### config.mk
export PLATFORM = sky130hd
export DESIGN_NAME = websocket_frame_deframer_top
export DESIGN_NICKNAME = d
export VERILOG_FILES = /design/src/rtl/dwfd_pkg.sv /design/src/rtl/dwfd_front.sv /design/src/rtl/dwfd_fifo.sv /design/src/rtl/dwfd_back.sv /design/src/rtl/websocket_frame_deframer_top.sv
export SDC_FILE = /design/constraint.sdc
export NUM_CORES = 1
export LEC_CHECK = 0
export BUFFER_PORTS_ARGS = -buffer_cell sky130_fd_sc_hd__buf_2
export CAP_MARGIN = 20
export CORE_MARGIN = 2
export CORE_UTILIZATION = 47
export CTS_CLUSTER_DIAMETER = 60
export DETAILED_ROUTE_END_ITERATION = 8
export HOLD_SLACK_MARGIN = 0.03
export PLACE_DENSITY = 0.67
export SLEW_MARGIN = 20
export SYNTH_ARGS = -nofsm -noshare
export SYNTH_HDL_FRONTEND = slang
export SYNTH_HIERARCHICAL = 1
export SYNTH_SLANG_ARGS = --single-unit
### constraint.sdc
create_clock -name clk_i -period 5.7 [get_ports clk_i]
set_input_delay 0.855 -clock clk_i [delete_from_list [all_inputs] [get_ports clk_i]]
set_output_delay 0.855 -clock clk_i [all_outputs]
set_load 0.05 [all_outputs]
### src/rtl/dwfd_pkg.sv
package dwfd_pkg;

  // Parser phases, one-hot.
  typedef enum logic [4:0] {
    PH_HDR0    = 5'b00001,
    PH_HDR1    = 5'b00010,
    PH_EXTLEN  = 5'b00100,
    PH_KEY     = 5'b01000,
    PH_PAYLOAD = 5'b10000
  } phase_e;

  // Result kinds.
  typedef enum logic [1:0] {
    KIND_DATA      = 2'd0,
    KIND_EMPTY_END = 2'd1,
    KIND_PONG      = 2'd2,
    KIND_CLOSED    = 2'd3
  } kind_e;

  // Frame opcodes that the parser acts on.
  localparam logic [3:0] OP_CONT = 4'd0;
  localparam logic [3:0] OP_TEXT = 4'd1;
  localparam logic [3:0] OP_BIN  = 4'd2;
  localparam logic [3:0] OP_PING = 4'd9;

  // Length codes of the second header byte and key size.
  localparam logic [6:0] LEN_16BIT_CODE = 7'd126;
  localparam logic [6:0] LEN_64BIT_CODE = 7'd127;
  localparam logic [3:0] EXT16_BYTES    = 4'd2;
  localparam logic [3:0] EXT64_BYTES    = 4'd8;
  localparam logic [3:0] KEY_BYTES      = 4'd4;

  // Register map.
  localparam int unsigned ADDR_W = 3;
  localparam logic [0:0] REG_MAX_MESSAGE_BYTES = 1'b0;
  localparam logic [0:0] REG_CLIENT_MODE       = 1'b1;
  localparam logic [31:0] MAX_MESSAGE_BYTES_RESET = 32'd33554432;

  // Result queue depth.
  localparam int unsigned QUEUE_DEPTH = 2;
  localparam int unsigned QPTR_W      = $clog2(QUEUE_DEPTH);
  localparam int unsigned QCNT_W      = $clog2(QUEUE_DEPTH + 1);

  // Configuration seen by the parser.
  typedef struct packed {
    logic [31:0] max_message_bytes;
    logic        client_mode;
  } cfg_t;

  // One result record: the back end applies the mask byte.
  typedef struct packed {
    kind_e       kind;
    logic [7:0]  raw_byte;
    logic [7:0]  mask_byte;
    logic [3:0]  opcode;
    logic        last;
  } rec_t;

endpackage

### src/rtl/dwfd_front.sv
module dwfd_front (
  input  logic              clk_i,
  input  logic              rst_ni,
  input  logic              take_i,
  input  logic [7:0]        rx_byte_i,
  input  dwfd_pkg::cfg_t    cfg_i,
  output logic              res_valid_o,
  output dwfd_pkg::rec_t    res_o
);

  dwfd_pkg::phase_e phase_q, phase_d;
  logic        fin_q, fin_d;
  logic [3:0]  frame_op_q, frame_op_d;
  logic        masked_q, masked_d;
  logic [3:0]  cnt_q, cnt_d;
  logic [63:0] rem_q, rem_d;
  logic [31:0] key_q, key_d;
  logic [1:0]  pos_q, pos_d;
  logic [31:0] msg_len_q, msg_len_d;
  logic [3:0]  msg_op_q, msg_op_d;
  logic        closed_q, closed_d;

  logic        is_data;
  logic [6:0]  len7;
  logic [63:0] fr_shift;
  logic [63:0] ld_fr;
  logic [63:0] sp_fr;
  logic [31:0] budget;
  logic        over;
  logic        masked_now;
  logic        do_ld;
  logic        do_sp;
  logic        do_close;
  logic        emit_pong;
  logic [7:0]  key_byte;

  assign is_data = (frame_op_q == dwfd_pkg::OP_CONT) || (frame_op_q == dwfd_pkg::OP_TEXT) ||
                   (frame_op_q == dwfd_pkg::OP_BIN);
  assign len7     = rx_byte_i[6:0];
  assign fr_shift = {rem_q[55:0], rx_byte_i};
  assign ld_fr    = (phase_q == dwfd_pkg::PH_HDR1) ? {57'd0, len7} : fr_shift;
  assign masked_now = (phase_q == dwfd_pkg::PH_HDR1) ? rx_byte_i[7] : masked_q;

  // Size limit check on the completed frame length.
  assign budget = cfg_i.max_message_bytes - msg_len_q;
  assign over   = (msg_len_q >= cfg_i.max_message_bytes) || (ld_fr[63:32] != 32'd0) ||
                  (ld_fr[31:0] >= budget);

  // Key byte for the current payload position, most significant first.
  always_comb begin
    case (pos_q)
      2'd0:    key_byte = key_q[31:24];
      2'd1:    key_byte = key_q[23:16];
      2'd2:    key_byte = key_q[15:8];
      default: key_byte = key_q[7:0];
    endcase
  end

  // Parser next state and result.
  always_comb begin
    phase_d   = phase_q;
    fin_d     = fin_q;
    frame_op_d = frame_op_q;
    masked_d  = masked_q;
    cnt_d     = cnt_q;
    rem_d     = rem_q;
    key_d     = key_q;
    pos_d     = pos_q;
    msg_len_d = msg_len_q;
    msg_op_d  = msg_op_q;
    closed_d  = closed_q;
    do_ld     = 1'b0;
    do_sp     = 1'b0;
    do_close  = 1'b0;
    emit_pong = 1'b0;
    sp_fr     = ld_fr;
    res_valid_o = 1'b0;
    res_o       = '0;

    if (take_i && !closed_q) begin
      unique case (phase_q)
        dwfd_pkg::PH_HDR0: begin
          fin_d      = rx_byte_i[7];
          frame_op_d = rx_byte_i[3:0];
          phase_d    = dwfd_pkg::PH_HDR1;
        end
        dwfd_pkg::PH_HDR1: begin
          masked_d = rx_byte_i[7];
          if (is_data && (rx_byte_i[7] == cfg_i.client_mode)) begin
            do_close = 1'b1;
          end else begin
            if (is_data && (msg_op_q == dwfd_pkg::OP_CONT)) begin
              msg_op_d = frame_op_q;
            end
            emit_pong = (frame_op_q == dwfd_pkg::OP_PING);
            if ((len7 == dwfd_pkg::LEN_16BIT_CODE) || (len7 == dwfd_pkg::LEN_64BIT_CODE)) begin
              rem_d   = 64'd0;
              cnt_d   = (len7 == dwfd_pkg::LEN_16BIT_CODE) ? dwfd_pkg::EXT16_BYTES :
                                                             dwfd_pkg::EXT64_BYTES;
              phase_d = dwfd_pkg::PH_EXTLEN;
            end else begin
              do_ld = 1'b1;
            end
          end
        end
        dwfd_pkg::PH_EXTLEN: begin
          rem_d = fr_shift;
          cnt_d = cnt_q - 4'd1;
          if (cnt_q == 4'd1) begin
            do_ld = 1'b1;
          end
        end
        dwfd_pkg::PH_KEY: begin
          key_d = {key_q[23:0], rx_byte_i};
          cnt_d = cnt_q - 4'd1;
          if (cnt_q == 4'd1) begin
            do_sp = 1'b1;
            sp_fr = rem_q;
          end
        end
        dwfd_pkg::PH_PAYLOAD: begin
          pos_d = pos_q + 2'd1;
          rem_d = rem_q - 64'd1;
          if (rem_q == 64'd1) begin
            phase_d = dwfd_pkg::PH_HDR0;
          end
          if (is_data) begin
            res_valid_o      = 1'b1;
            res_o.kind       = dwfd_pkg::KIND_DATA;
            res_o.raw_byte   = rx_byte_i;
            res_o.mask_byte  = masked_q ? key_byte : 8'd0;
            res_o.opcode     = msg_op_d;
            res_o.last       = fin_q && (rem_q == 64'd1);
            if (fin_q && (rem_q == 64'd1)) begin
              msg_len_d = 32'd0;
              msg_op_d  = 4'd0;
            end
          end
        end
        default: begin
          phase_d = dwfd_pkg::PH_HDR0;
        end
      endcase

      // Frame length complete: size check on data frames, then key or payload.
      if (do_ld) begin
        rem_d = ld_fr;
        if (is_data && over) begin
          do_close = 1'b1;
        end else begin
          if (is_data) begin
            msg_len_d = msg_len_q + ld_fr[31:0];
          end
          if (masked_now) begin
            key_d   = 32'd0;
            cnt_d   = dwfd_pkg::KEY_BYTES;
            phase_d = dwfd_pkg::PH_KEY;
          end else begin
            do_sp = 1'b1;
          end
        end
      end

      // Payload start; an empty final data frame ends the message here.
      if (do_sp) begin
        pos_d = 2'd0;
        if (sp_fr == 64'd0) begin
          phase_d = dwfd_pkg::PH_HDR0;
          if (is_data && fin_q) begin
            res_valid_o  = 1'b1;
            res_o.kind   = dwfd_pkg::KIND_EMPTY_END;
            res_o.opcode = msg_op_d;
            res_o.last   = 1'b1;
            msg_len_d    = 32'd0;
            msg_op_d     = 4'd0;
          end
        end else begin
          phase_d = dwfd_pkg::PH_PAYLOAD;
        end
      end

      // A ping answers with a pong request whatever follows.
      if (emit_pong) begin
        res_valid_o  = 1'b1;
        res_o        = '0;
        res_o.kind   = dwfd_pkg::KIND_PONG;
        res_o.opcode = msg_op_d;
      end

      // Protocol violation or size limit closes the connection.
      if (do_close) begin
        closed_d     = 1'b1;
        phase_d      = dwfd_pkg::PH_HDR0;
        res_valid_o  = 1'b1;
        res_o        = '0;
        res_o.kind   = dwfd_pkg::KIND_CLOSED;
        res_o.opcode = msg_op_d;
      end
    end
  end

  // Control state.
  always_ff @(posedge clk_i or negedge rst_ni) begin
    if (!rst_ni) begin
      phase_q    <= dwfd_pkg::PH_HDR0;
      fin_q      <= 1'b0;
      frame_op_q <= 4'd0;
      masked_q   <= 1'b0;
      cnt_q      <= 4'd0;
      rem_q      <= 64'd0;
      key_q      <= 32'd0;
      pos_q      <= 2'd0;
      msg_len_q  <= 32'd0;
      msg_op_q   <= 4'd0;
      closed_q   <= 1'b0;
    end else begin
      phase_q    <= phase_d;
      fin_q      <= fin_d;
      frame_op_q <= frame_op_d;
      masked_q   <= masked_d;
      cnt_q      <= cnt_d;
      rem_q      <= rem_d;
      key_q      <= key_d;
      pos_q      <= pos_d;
      msg_len_q  <= msg_len_d;
      msg_op_q   <= msg_op_d;
      closed_q   <= closed_d;
    end
  end

endmodule

### src/rtl/dwfd_fifo.sv
module dwfd_fifo (
  input  logic            clk_i,
  input  logic            rst_ni,
  input  logic            push_i,
  input  dwfd_pkg::rec_t  push_data_i,
  input  logic            pop_i,
  output logic            valid_o,
  output dwfd_pkg::rec_t  data_o,
  output logic            full_o
);

  dwfd_pkg::rec_t mem_q [dwfd_pkg::QUEUE_DEPTH];
  logic [dwfd_pkg::QPTR_W-1:0] wr_ptr_q, wr_ptr_d;
  logic [dwfd_pkg::QPTR_W-1:0] rd_ptr_q, rd_ptr_d;
  logic [dwfd_pkg::QCNT_W-1:0] cnt_q, cnt_d;
  logic do_push;
  logic do_pop;

  assign valid_o = (cnt_q != '0);
  assign full_o  = (cnt_q == dwfd_pkg::QCNT_W'(dwfd_pkg::QUEUE_DEPTH));
  assign data_o  = mem_q[rd_ptr_q];
  assign do_push = push_i && !full_o;
  assign do_pop  = pop_i && valid_o;

  // Pointer and fill count update; pointers wrap at the depth.
  always_comb begin
    wr_ptr_d = wr_ptr_q;
    rd_ptr_d = rd_ptr_q;
    cnt_d    = cnt_q;
    if (do_push) begin
      wr_ptr_d = (wr_ptr_q == dwfd_pkg::QPTR_W'(dwfd_pkg::QUEUE_DEPTH - 1)) ? '0 :
                 wr_ptr_q + dwfd_pkg::QPTR_W'(1);
    end
    if (do_pop) begin
      rd_ptr_d = (rd_ptr_q == dwfd_pkg::QPTR_W'(dwfd_pkg::QUEUE_DEPTH - 1)) ? '0 :
                 rd_ptr_q + dwfd_pkg::QPTR_W'(1);
    end
    if (do_push && !do_pop) begin
      cnt_d = cnt_q + dwfd_pkg::QCNT_W'(1);
    end else if (do_pop && !do_push) begin
      cnt_d = cnt_q - dwfd_pkg::QCNT_W'(1);
    end
  end

  // Queue control.
  always_ff @(posedge clk_i or negedge rst_ni) begin
    if (!rst_ni) begin
      wr_ptr_q <= '0;
      rd_ptr_q <= '0;
      cnt_q    <= '0;
    end else begin
      wr_ptr_q <= wr_ptr_d;
      rd_ptr_q <= rd_ptr_d;
      cnt_q    <= cnt_d;
    end
  end

  // Queue storage.
  always_ff @(posedge clk_i) begin
    if (do_push) begin
      mem_q[wr_ptr_q] <= push_data_i;
    end
  end

endmodule

### src/rtl/dwfd_back.sv
module dwfd_back (
  input  logic            clk_i,
  input  logic            rst_ni,
  input  logic            rec_valid_i,
  input  dwfd_pkg::rec_t  rec_i,
  output logic            rec_pop_o,
  output logic            out_valid_o,
  input  logic            out_ready_i,
  output logic [1:0]      kind_o,
  output logic [7:0]      data_byte_o,
  output logic [3:0]      message_opcode_o,
  output logic            last_of_message_o
);

  logic       valid_q;
  logic [1:0] kind_q;
  logic [7:0] data_q;
  logic [3:0] op_q;
  logic       last_q;

  // Load a new word when the output register is empty or being drained.
  assign rec_pop_o = rec_valid_i && (!valid_q || out_ready_i);

  always_ff @(posedge clk_i or negedge rst_ni) begin
    if (!rst_ni) begin
      valid_q <= 1'b0;
    end else if (rec_pop_o) begin
      valid_q <= 1'b1;
    end else if (out_ready_i) begin
      valid_q <= 1'b0;
    end
  end

  // Unmask the payload byte on its way into the output register.
  always_ff @(posedge clk_i) begin
    if (rec_pop_o) begin
      kind_q <= rec_i.kind;
      data_q <= rec_i.raw_byte ^ rec_i.mask_byte;
      op_q   <= rec_i.opcode;
      last_q <= rec_i.last;
    end
  end

  assign out_valid_o       = valid_q;
  assign kind_o            = kind_q;
  assign data_byte_o       = data_q;
  assign message_opcode_o  = op_q;
  assign last_of_message_o = last_q;

endmodule

### src/rtl/websocket_frame_deframer_top.sv
// Channel   Direction  Handshake                Payload
// rx        in         rx_valid_i / rx_ready_o  rx_byte_i
// out       out        out_valid_o / out_ready_i kind_o, data_byte_o, message_opcode_o,
//                                               last_of_message_o
// config    in         psel/penable/pwrite      paddr, pwdata, prdata, pready
//
// One received byte is taken every cycle while rx_ready_o is high; the parser handles each byte combinationally.
// A result word passes through the result queue and then the output register before it appears at the output.
// Reset clears all parser state at once; there is no clearing pass.
// A two-word queue sits between the parser and the output register, so rx_ready_o
// drops only when the queue is full behind a stalled output.
module websocket_frame_deframer_top (
  input  logic                          clk_i,
  input  logic                          rst_ni,
  input  logic                          rx_valid_i,
  output logic                          rx_ready_o,
  input  logic [7:0]                    rx_byte_i,
  output logic                          out_valid_o,
  input  logic                          out_ready_i,
  output logic [1:0]                    kind_o,
  output logic [7:0]                    data_byte_o,
  output logic [3:0]                    message_opcode_o,
  output logic                          last_of_message_o,
  input  logic                          psel,
  input  logic                          penable,
  input  logic                          pwrite,
  input  logic [dwfd_pkg::ADDR_W-1:0]   paddr,
  input  logic [31:0]                   pwdata,
  output logic [31:0]                   prdata,
  output logic                          pready
);

  dwfd_pkg::cfg_t cfg_q;
  dwfd_pkg::rec_t front_rec;
  dwfd_pkg::rec_t queue_rec;
  logic           front_valid;
  logic           queue_valid;
  logic           queue_full;
  logic           queue_pop;
  logic           take;
  logic           cfg_wr;

  assign pready = 1'b1;
  assign cfg_wr = psel && penable && pwrite;

  // Configuration registers.
  always_ff @(posedge clk_i or negedge rst_ni) begin
    if (!rst_ni) begin
      cfg_q.max_message_bytes <= dwfd_pkg::MAX_MESSAGE_BYTES_RESET;
      cfg_q.client_mode       <= 1'b0;
    end else if (cfg_wr) begin
      unique case (paddr[2])
        dwfd_pkg::REG_MAX_MESSAGE_BYTES: cfg_q.max_message_bytes <= pwdata;
        dwfd_pkg::REG_CLIENT_MODE:       cfg_q.client_mode       <= pwdata[0];
        default: ;
      endcase
    end
  end

  // Register read back.
  always_comb begin
    unique case (paddr[2])
      dwfd_pkg::REG_MAX_MESSAGE_BYTES: prdata = cfg_q.max_message_bytes;
      dwfd_pkg::REG_CLIENT_MODE:       prdata = {31'd0, cfg_q.client_mode};
      default:                         prdata = 32'd0;
    endcase
  end

  assign rx_ready_o = !queue_full;
  assign take       = rx_valid_i && rx_ready_o;

  dwfd_front u_front (
    .clk_i       (clk_i),
    .rst_ni      (rst_ni),
    .take_i      (take),
    .rx_byte_i   (rx_byte_i),
    .cfg_i       (cfg_q),
    .res_valid_o (front_valid),
    .res_o       (front_rec)
  );

  dwfd_fifo u_fifo (
    .clk_i       (clk_i),
    .rst_ni      (rst_ni),
    .push_i      (front_valid),
    .push_data_i (front_rec),
    .pop_i       (queue_pop),
    .valid_o     (queue_valid),
    .data_o      (queue_rec),
    .full_o      (queue_full)
  );

  dwfd_back u_back (
    .clk_i             (clk_i),
    .rst_ni            (rst_ni),
    .rec_valid_i       (queue_valid),
    .rec_i             (queue_rec),
    .rec_pop_o         (queue_pop),
    .out_valid_o       (out_valid_o),
    .out_ready_i       (out_ready_i),
    .kind_o            (kind_o),
    .data_byte_o       (data_byte_o),
    .message_opcode_o  (message_opcode_o),
    .last_of_message_o (last_of_message_o)
  );

endmodule

==> reports/qor.csv, run 1 <==
stage;metric;value;unit
outcome;status;complete, no violations;
routing;Vias/cell;6.12;
finish;final core occ;54.1;%
global_route;grt ovf;0;
setup_path;CP most frequent cell;ha_1;
hold_path;HP Class;in2async;
power;P_leak;8.35;nW
routing;DR pass1 iterations;5;
finish;nets;2013;
logic_synthesis;adder-cell area share of the yosys netlist;8.06;%
setup_path;R2R depth;25;
cts;TritonCTS clock tree;built;
finish;share of cells above drive strength 1;15.2;%
logic_synthesis;Synth top area share;28.0;%
setup_path;worst setup path class;reg2reg;
power;Seq pwr share;28.4;%
logic_synthesis;yosys warns;6;
logic_synthesis;cells after synthesis;1781;
placed_design;IO Port Bufs;96;
placed_design;post-DP HPWL;30.4;mm
floorplan;die width;192;um
setup_path;Crit path buffers/inverters;2;
timing;final setup fails;0;
power;Net Sw Power;3.58;mW
floorplan;die area;36900;um^2
cts;CTS Buffer Depth;3;
power;Clk pwr share;25.1;%
timing;f_max;185;MHz
timing;Final Hold Viols;0;
power;Int Power;4.96;mW
finish;Fillers;3081;
floorplan;DIE HEIGHT;192;um
logic_synthesis;Async S/R FF share, synth;75.5;%
logic_synthesis;syn_nets;1937;
power;Comb pwr share;46.5;%
timing;setup TNS;0;ns
cts;total CTS buffers;34;
power;VDD IR max;0.000291;V
cts;clk_lat worst skew;0.54;ns
setup_path;CP endpoint kind;flop;
setup_path;Worst EP arrival;5.87;ns
timing;Final min period;5.42;ns
finish;P&R area growth vs syn;12.9;%
logic_synthesis;largest family of logic cells by synthesized area;compound AO/OA/AOI/OAI gates;
setup_path;Stages on worst setup path;25;
logic_synthesis;syn avg cell area;9.34;um^2
routing;Detail Route Antenna Nets;0;
cts;Sink Count;249;
global_route;initial antenna violation count;0;
placed_design;Final Wtd Congestion;0.902;
timing;Slew headroom;26.9;%
logic_synthesis;Post-synth EDFFs;61;
floorplan;Initial Util;47.9;%
routing;DRT iter0 DRCs;1272;
timing;fin crit share;95.0;%
setup_path;WP data required;6.15;ns
cts;CTS Hold Bufs;0;
floorplan;core area;34700;um^2
logic_synthesis;ys flop type;dfrtp_1;
cts;H-tree lvl count;2;
logic_synthesis;simple-gate share of the synthesized area;17.2;%
routing;via count;14300;
setup_path;CP Launch Type;flop;
logic_synthesis;sequential area share after synthesis;39.3;%
floorplan;total I/O pin count;100;
routing;wire per inst;18.9;um
global_route;vias in the first global route;13900;
logic_synthesis;mux cell area share after synthesis;5.42;%
global_route;largest net degree at the start of global routing;120;
global_route;GRT Overall Usage;23.9;%
timing;RSZ-0062 raised after global routing;false;
setup_path;Crit path max-delay family;compound AO/OA/AOI/OAI gates;
logic_synthesis;cell taking the most area after synthesis;dfrtp_1;
finish;Ant. Diodes;0;
setup_path;Crit-path slowest cell;dfrtp_1;
timing;Worst-Margin Slew;1.10;ns
placed_design;number of instances in the placed design;2271;
cts;Root Buffer;clkbuf_16;
logic_synthesis;Synth Area in XOR/XNOR;4.11;%
timing;Fin Clk Skew;0.0224;ns
job;Max Cap Viol;0;
logic_synthesis;Synth area leaders;dfrtp_1 (28%), edfxtp_1 (11%), ha_1 (7.8%), o21ai_0 (5.0%), mux2_4 (4.4%);
timing;max-slew violation count;0;
logic_synthesis;Synth Area in Compound Gates;21.7;%
finish;most common cell after layout, fill and taps aside;dfrtp_1;
routing;drt total wl;44.2;mm
cts;clock-pin slew on the worst setup and hold paths;0.06;ns
setup_path;Critical Path Fanout Max;4;
logic_synthesis;Post-Syn Area;16600;um^2
finish;final non-filler cell total;2336;
setup_path;highest cell delay on the worst timing path;0.42;ns
routing;DRC;0;
power;switching portion of total power;41.9;%
global_route;global-route wire length before repair;71.3;mm
floorplan;row cnt;68;
logic_synthesis;Yosys reg bits;249;
logic_synthesis;distinct cell type count of the synthesized netlist;90;
power;pwr dens;454;nW/um^2
finish;most frequent cells in the layout;dfrtp_1 (186), o21ai_0 (163), nand2_1 (147);
## per-layer routing
metal	wire length (um)	vias up	global-route usage (%)	share of wire [%]
met1	19400	6930	31.7	44
met5	0	-	0	0
met3	2620	99	3.60	5.9
li1	-	6731	-	-
met4	1420	0	9.19	3.2
met2	20800	534	39.3	47
## power by group through the flow
stage | sequential (mW) | clock (mW) | combinational, mW
3_3_place_gp | 2.44 | 0 | 3.74
5_1_grt | 2.46 | 2.26 | 4.36
4_1_cts | 2.42 | 2.19 | 3.87
2_1_floorplan | 2.54 | 0 | 2.87
3_5_place_dp | 2.45 | 0 | 3.84
6_report | 2.42 | 2.15 | 3.97
## cell type report
cell class	instances	area, um^2	share of cell area [%]
clock buffers	47	991	5.27
clock inverters	13	140	0.746
inverters	66	248	1.32
multi-input cells	1376	9490	50.5
flip-flops and latches	249	6540	34.8
well taps	455	569	3.03
repair buffers	130	815	4.33
## worst register-to-register path, delay by kind of cell (launching register included)
kind	cells	cell delay (ns)
buffers and inverters	2	0.20
adder cells (fa/ha/maj)	3	0.87
AND/OR/NAND/NOR	8	1.40
XOR/XNOR	1	0.15
flip-flops	1	0.42
AO/OA/AOI/OAI	11	2.28
## kinds of logic after synthesis
kind of cell | after synthesis
simple gates | 564
compound gates | 562
flops | 249
buf+inv | 157
fa+ha+maj | 106
xor+xnor | 78
mux | 64
other cells | 1
## flip-flops by register name (all words and copies together), names as in the netlist, 5 cells and up
signal / cells
u_front/rem_q: 64
u_fifo/mem_q: 46
cfg_q: 33
u_front/key_q: 32
u_front/msg_len_q: 32
u_back/data_byte_o: 8
u_front/phase_q: 5
## synth_stat cells, drive strengths merged (10+ instances only)
cell / instances
o21ai: 189
dfrtp: 186
nand2: 149
a21oi: 125
nor2: 124
ha: 104
clkbuf: 72
inv: 66
mux2: 62
edfxtp: 61
nor3: 52
a22o: 43
xor2: 40
nor2b: 39
xnor2: 38
a21o: 36
nand3: 36
and2: 31
a22oi: 30
and3: 29
nand4: 23
nor4: 22
buf: 19
nand2b: 18
a211oi: 15
a31oi: 14
o21a: 14
a32oi: 13
o21bai: 10
o31ai: 10
## what timing repair did
item	4_1_cts	5_1_grt
endpoints found under the setup margin	0	92
resized for setup	0	16
hold endpoints to repair	0	0
setup buffers	0	3
## through the flow
stage                     setup WS, ns  hold WS [ns]  power (mW)  area, um^2
after detailed placement        0.0931         0.471        6.28       17500
after global routing           0.00495         0.387        9.09       18800
final                            0.282         0.332        8.54       18800
after CTS                       0.0643         0.348        8.47       18700
after floorplan                  0.192         0.449        5.40       16600
after global placement           0.152         0.465        6.18       17500
## path summary, 6_finish.rpt
path                            startpoint                 to  slack, ns
max                               cfg_q[2]    u_fifo/cnt_q[1]       0.28
min                                 rst_ni  u_front/key_q[21]       0.33
min reg2reg                u_fifo/rd_ptr_q    u_fifo/rd_ptr_q       0.48
max reg2reg                       cfg_q[2]    u_fifo/cnt_q[1]       0.28
max in group asynchronous           rst_ni  u_front/rem_q[23]       4.27
min in group clk_i         u_fifo/rd_ptr_q    u_fifo/rd_ptr_q       0.48
(Power assumes the default switching activity.)
==> run 2, diff against run 1 <==
--- a/config.mk
+++ b/config.mk
@@ -9,6 +9,7 @@
 export CAP_MARGIN = 20
 export CORE_MARGIN = 2
 export CORE_UTILIZATION = 47
+export CTS_BUF_LIST = sky130_fd_sc_hd__clkbuf_8
 export CTS_CLUSTER_DIAMETER = 60
 export DETAILED_ROUTE_END_ITERATION = 8
 export HOLD_SLACK_MARGIN = 0.03
==> reports/qor.csv, run 2 (synthesis gave the netlist of run 1 again) <==
stage;metric;value;unit;change
cts;clk_lat worst skew;0.59;ns;was 0.54 ns
routing;Detail Route Antenna Nets;0;;unchanged
floorplan;die width;192;um;unchanged
timing;Final Hold Viols;0;;unchanged
global_route;global-route wire length before repair;71.2;mm;was 71.3 mm
routing;drt total wl;44.4;mm;was 44.2 mm
setup_path;Critical Path Fanout Max;4;;unchanged
power;Int Power;4.64;mW;was 4.96 mW
cts;H-tree lvl count;2;;unchanged
power;VDD IR max;0.000284;V;was 0.000291 V
global_route;initial antenna violation count;0;;unchanged
routing;DR top layer;met4;;unchanged
floorplan;total I/O pin count;100;;unchanged
power;pwr dens;439;nW/um^2;was 454 nW/um^2
setup_path;Worst EP arrival;5.96;ns;was 5.87 ns
timing;Hold WS;0.285;ns;was 0.332 ns
setup_path;Crit-path slowest cell;or4_4;;was dfrtp_1
setup_path;WP data required;6.19;ns;was 6.15 ns
floorplan;DIE HEIGHT;192;um;unchanged
power;switching portion of total power;43.3;%;was 41.9%
timing;Final min period;5.47;ns;was 5.42 ns
finish;Ant. Diodes;0;;unchanged
placed_design;number of instances in the placed design;2271;;unchanged
setup_path;CP Launch Type;flop;;unchanged
power;P_leak;8.33;nW;was 8.35 nW
finish;share of cells above drive strength 1;15.9;%;was 15.2%
cts;Sink Count;249;;unchanged
global_route;grt ovf;0;;unchanged
global_route;vias in the first global route;13900;;about the same
cts;total CTS buffers;45;;was 34
finish;max reg flops;64;;unchanged
routing;DRT iter0 DRCs;1299;;was 1,272
timing;f_max;183;MHz;was 185 MHz
timing;Slew headroom;30.9;%;was 26.9%
placed_design;Final Wtd Congestion;0.902;;unchanged
routing;wire per inst;18.8;um;was 18.9 um
setup_path;worst setup path class;reg2reg;;unchanged
power;Seq pwr share;29.6;%;was 28.4%
finish;most common cell after layout, fill and taps aside;dfrtp_1;;unchanged
global_route;GRT Overall Usage;23.8;%;was 23.9%
power;Net Sw Power;3.54;mW;was 3.58 mW
routing;DR pass1 iterations;6;;was 5
placed_design;IO Port Bufs;96;;unchanged
finish;final non-filler cell total;2356;;was 2,336
floorplan;core area;34700;um^2;unchanged
finish;nets;2023;;was 2,013
floorplan;row cnt;68;;unchanged
floorplan;die area;36900;um^2;unchanged
timing;setup TNS;0;ns;unchanged
routing;Vias/cell;6.06;;was 6.12
power;Comb pwr share;48.7;%;was 46.5%
job;Max Cap Viol;0;;unchanged
finish;Largest regs;u_front/rem_q (64), u_fifo/mem_q (46), cfg_q (33);;unchanged
finish;P&R area growth vs syn;11.9;%;was 12.9%
routing;via count;14300;;about the same
power;Clk pwr share;21.7;%;was 25.1%
routing;metal2 WL;20.9;mm;was 20.8 mm
timing;max-slew violation count;0;;unchanged
global_route;largest net degree at the start of global routing;120;;unchanged
cts;clock-pin slew on the worst setup and hold paths;0.07;ns;was 0.06 ns
cts;TritonCTS clock tree;built;;unchanged
setup_path;CP endpoint kind;flop;;unchanged
routing;M1 wire length;19.5;mm;was 19.4 mm
cts;Root Buffer;clkbuf_8;;was clkbuf_16
timing;Worst-Margin Slew;1.04;ns;was 1.10 ns
routing;wire length on met3;2.67;mm;was 2.62 mm
outcome;status;complete, no violations;;unchanged
floorplan;Initial Util;47.9;%;unchanged
hold_path;HP Class;in2async;;unchanged
finish;Fillers;3109;;was 3,081
timing;Fin Clk Skew;0.0324;ns;was 0.0224 ns
finish;largest register by flop count;u_front/rem_q;;unchanged
timing;fin crit share;95.9;%;was 95.0%
timing;final setup fails;0;;unchanged
finish;most frequent cells in the layout;dfrtp_1 (186), o21ai_0 (162), nand2_1 (147);;was dfrtp_1 (186), o21ai_0 (163), nand2_1 (147)
placed_design;post-DP HPWL;30.4;mm;unchanged
setup_path;highest cell delay on the worst timing path;0.42;ns;about the same
routing;DRC;0;;unchanged
cts;CTS Buffer Depth;3;;unchanged
[run 2: what timing repair did]
| action | in CTS | in global routing |
|---|---|---|
| hold buffers | 0 | 0 |
| resized for setup | 0 | 22 |
| setup endpoints to repair | 0 | 94 |
| buffers inserted | 0 | 2 |
| hold endpoints to repair | 0 | 0 |
[run 2: metrics by stage]
| stage | util, % | total power, mW | worst slack [ns] | cell area [um^2] |
|---|---|---|---|---|
| 4_1_cts | 53.2 | 8.10 | 0.0685 | 18500 |
| 3_5_place_dp | 50.5 | 6.28 | 0.0931 | 17500 |
| 3_3_place_gp | 50.5 | 6.18 | 0.152 | 17500 |
| 2_1_floorplan | - | 5.40 | 0.192 | 16600 |
| 6_report | 53.6 | 8.17 | 0.232 | 18600 |
| 5_1_grt | 53.6 | 8.72 | -0.0295 | 18600 |
[run 2: power by group through the flow]
stage	Sequential, mW	Clock [mW]	Combinational [mW]
finish	2.42	1.77	3.98
global route	2.46	1.90	4.36
CTS	2.42	1.82	3.86
detailed placement	2.45	0	3.84
global placement	2.44	0	3.74
floorplan	2.54	0	2.87
[run 2: path summary, 6_finish.rpt]
kind	depth (start not counted)	startpoint	slack, ns	endpoint
min	1	rst_ni	0.29	u_front/key_q[14]
max in group asynchronous	2	rst_ni	4.33	u_front/rem_q[61]
max reg2reg	27	u_front/msg_len_q[1]	0.23	u_fifo/cnt_q[1]
max	27	u_front/msg_len_q[1]	0.23	u_fifo/cnt_q[1]
min reg2reg	1	u_fifo/rd_ptr_q	0.48	u_fifo/rd_ptr_q
min in group clk_i	1	u_fifo/rd_ptr_q	0.48	u_fifo/rd_ptr_q
[run 2: cell type report]
| cell class | count | area, um^2 | share of cell area, % |
|---|---|---|---|
| multi-input combinational | 1376 | 9520 | 51.1 |
| timing repair buffer | 129 | 807 | 4.34 |
| clock buffer | 53 | 729 | 3.92 |
| sequential | 249 | 6540 | 35.1 |
| inverter | 66 | 248 | 1.33 |
| tap | 455 | 569 | 3.06 |
| clock inverter | 28 | 204 | 1.10 |
[run 2: worst max-delay path: cells and delay by family, from the launching register on]
kind | cells | cell delay [ns]
AOI/OAI and AO/OA | 9 | 2.07
and+or+nand+nor | 10 | 1.65
adders and majority gates | 3 | 0.67
DFF | 1 | 0.39
xor gates and xnor gates | 2 | 0.29
buffers and inverters | 3 | 0.26
[run 2: per-layer routing]
metal / up-vias / track usage (%)
li1: 6756 / -
met1: 6912 / 31.7
met2: 515 / 39.4
met3: 84 / 3.49
met4: 0 / 8.51
met5: - / 0
==> run 3, diff against run 2 <==
--- a/config.mk
+++ b/config.mk
@@ -5,15 +5,14 @@
 export SDC_FILE = /design/constraint.sdc
 export NUM_CORES = 1
 export LEC_CHECK = 0
-export BUFFER_PORTS_ARGS = -buffer_cell sky130_fd_sc_hd__buf_2
 export CAP_MARGIN = 20
 export CORE_MARGIN = 2
 export CORE_UTILIZATION = 47
 export CTS_BUF_LIST = sky130_fd_sc_hd__clkbuf_8
 export CTS_CLUSTER_DIAMETER = 60
 export DETAILED_ROUTE_END_ITERATION = 8
+export DONT_BUFFER_PORTS = 1
 export HOLD_SLACK_MARGIN = 0.03
-export PLACE_DENSITY = 0.67
 export SLEW_MARGIN = 20
 export SYNTH_ARGS = -nofsm -noshare
 export SYNTH_HDL_FRONTEND = slang
==> reports/qor.csv, run 3 (synthesis gave the netlist of run 1 again) <==
stage;metric;value;unit;change
routing;DRT iter0 DRCs;1117;;was 1,299
floorplan;core area;34700;um^2;unchanged
global_route;largest net degree at the start of global routing;187;;was 120
finish;FF/Latch Area;6540;um^2;unchanged
routing;drt total wl;44.9;mm;was 44.4 mm
routing;via count;13800;;was 14,300
timing;Final min period;5.47;ns;about the same
placed_design;Final Wtd Congestion;0.896;;was 0.902
power;Power, Total;8.15;mW;was 8.17 mW
setup_path;CP Launch Type;flop;;unchanged
finish;final non-filler cell total;2280;;was 2,356
routing;DR pass1 iterations;5;;was 6
setup_path;WP data required;6.22;ns;was 6.19 ns
finish;share of cells above drive strength 1;13.2;%;was 15.9%
job;Max Cap Viol;0;;unchanged
power;VDD IR max;0.000236;V;was 0.000284 V
cts;Sink Count;249;;unchanged
cts;total CTS buffers;46;;was 45
timing;Hold WS;0.0877;ns;was 0.285 ns
timing;f_max;183;MHz;about the same
global_route;initial antenna violation count;0;;unchanged
finish;final instance area;18400;um^2;was 18,600 um^2
finish;final core occ;52.9;%;was 53.6%
cts;clock-pin slew on the worst setup and hold paths;0.07;ns;about the same
placed_design;number of instances in the placed design;2187;;was 2,271
timing;Worst-Margin Slew;1.03;ns;was 1.04 ns
timing;fin crit share;96.0;%;was 95.9%
hold_path;HP Class;in2async;;unchanged
finish;most frequent cells in the layout;dfrtp_1 (186), o21ai_0 (159), nand2_1 (146);;was dfrtp_1 (186), o21ai_0 (162), nand2_1 (147)
placed_design;DP Area;17100;um^2;was 17,500 um^2
finish;P&R area growth vs syn;10.4;%;was 11.9%
floorplan;DIE HEIGHT;192;um;unchanged
floorplan;Initial Util;47.9;%;unchanged
setup_path;R2R depth;27;;unchanged
placed_design;post-DP HPWL;30.5;mm;was 30.4 mm
finish;max reg flops;64;;unchanged
power;pwr dens;443;nW/um^2;was 439 nW/um^2
setup_path;worst setup path class;reg2reg;;unchanged
outcome;status;complete, no violations;;unchanged
cts;H-tree lvl count;2;;unchanged
finish;largest register by flop count;u_front/rem_q;;unchanged
global_route;GRT Overall Usage;24.3;%;was 23.8%
setup_path;Critical Path Fanout Max;4;;unchanged
floorplan;die width;192;um;unchanged
global_route;grt ovf;0;;unchanged
global_route;vias in the first global route;13000;;was 13,900
setup_path;CP endpoint kind;flop;;unchanged
routing;Vias/cell;6.06;;about the same
cts;Root Buffer;clkbuf_8;;unchanged
finish;multi-input logic area;9620;um^2;was 9520 um^2
timing;Slew headroom;31.5;%;was 30.9%
routing;Detail Route Antenna Nets;0;;unchanged
timing;Fin Clk Skew;0.0335;ns;was 0.0324 ns
timing;max-slew violation count;0;;unchanged
routing;wire per inst;19.7;um;was 18.8 um
finish;most common cell after layout, fill and taps aside;dfrtp_1;;unchanged
setup_path;Worst EP arrival;5.99;ns;was 5.96 ns
timing;Final Hold Viols;0;;unchanged
routing;DRC;0;;unchanged
power;P_leak;8.06;nW;was 8.33 nW
cts;clk_lat worst skew;0.63;ns;was 0.59 ns
finish;Largest regs;u_front/rem_q (64), u_fifo/mem_q (46), cfg_q (33);;unchanged
finish;Fillers;3221;;was 3,109
global_route;global-route wire length before repair;71.3;mm;was 71.2 mm
placed_design;IO Port Bufs;0;;was 96
finish;nets;1946;;was 2,023
floorplan;total I/O pin count;100;;unchanged
floorplan;die area;36900;um^2;unchanged
finish;Ant. Diodes;0;;unchanged
floorplan;row cnt;68;;unchanged
cts;CTS Buffer Depth;3;;unchanged
timing;final setup fails;0;;unchanged
cts;TritonCTS clock tree;built;;unchanged
==> run 3: changes by cell type in the layout (fill, tap and decap cells not counted), sizes merged <==
cell and change:
inv -1, buf -77, bufinv -2, dlygate4sd3 +1, clkinv +4, o21ai -1
==> run 3: per-layer routing <==
metal	wire (um)	vias to the layer above	track usage, %
li1	-	6602	-
met1	20600	6686	34.9
met2	20300	458	37.3
met3	2790	70	3.80
met4	1170	0	8.46
met5	0	-	0
==> run 3: layout make-up <==
cell class | count | share of cell area [%]
multi-input cells | 1375 | 52.3
clock inverters | 29 | 0.960
repair buffers | 52 | 2.63
clock buffers | 54 | 4.04
flip-flops and latches | 249 | 35.6
inverters | 66 | 1.35
well taps | 455 | 3.10
==> run 3: where the power goes <==
| group | switching (mW) | total, mW | internal, mW |
|---|---|---|---|
| sequential | 0.480 | 2.63 | 2.15 |
| clock | 0.805 | 1.72 | 0.918 |
| combinational | 2.28 | 3.79 | 1.52 |
==> run 3: repair_timing <==
action / in CTS / in global routing
setup buffers: 0 / 7
endpoints found under the setup margin: 1 / 83
pin swaps: 1 / 24
resized for setup: 0 / 43
hold buffers: 2 / 0
endpoints found under the hold margin: 186 / 0
==> run 3: worst paths after layout <==
path,startpoint,end,slack [ns]
min reg2reg,u_front/closed_q,u_front/closed_q,0.49
max reg2reg,u_front/msg_len_q[1],u_fifo/cnt_q[1],0.23
min in group clk_i,pwdata[21],cfg_q[22],0.37
min,rst_ni,u_front/phase_q[0],0.09
max,u_front/msg_len_q[1],u_fifo/cnt_q[1],0.23
max in group asynchronous,rst_ni,u_back/out_valid_o,4.59
==> run 3: through the flow <==
stage	TNS [ns]	setup slack, ns
floorplan	0	0.192
global placement	0	0.123
detailed placement	-0.00580	-0.00580
CTS	0	0.00671
global route	-0.0286	-0.0286
finish	0	0.230
==> run 3: critical path, stage by stage (launching register included) <==
cell and delay (ns):
dfrtp_1 0.40, inv_2 0.08, ha_4 0.19, nor2b_2 0.15
o31a_1 0.34, nor3_2 0.20, o21ai_2 0.11, a311o_1 0.36
a31o_2 0.23, a21o_1 0.21, or4_4 0.44, nand3_4 0.10
ha_4 0.21, nand4_1 0.15, nor3_4 0.08, a21oi_2 0.12
nand2_1 0.07, a221o_1 0.33, nor3_4 0.36, o32a_4 0.24
a31oi_1 0.08, buf_4 0.16, nand2_2 0.07, inv_1 0.05
ha_1 0.19, xor2_1 0.14, nor2_1 0.16, xor2_1 0.18
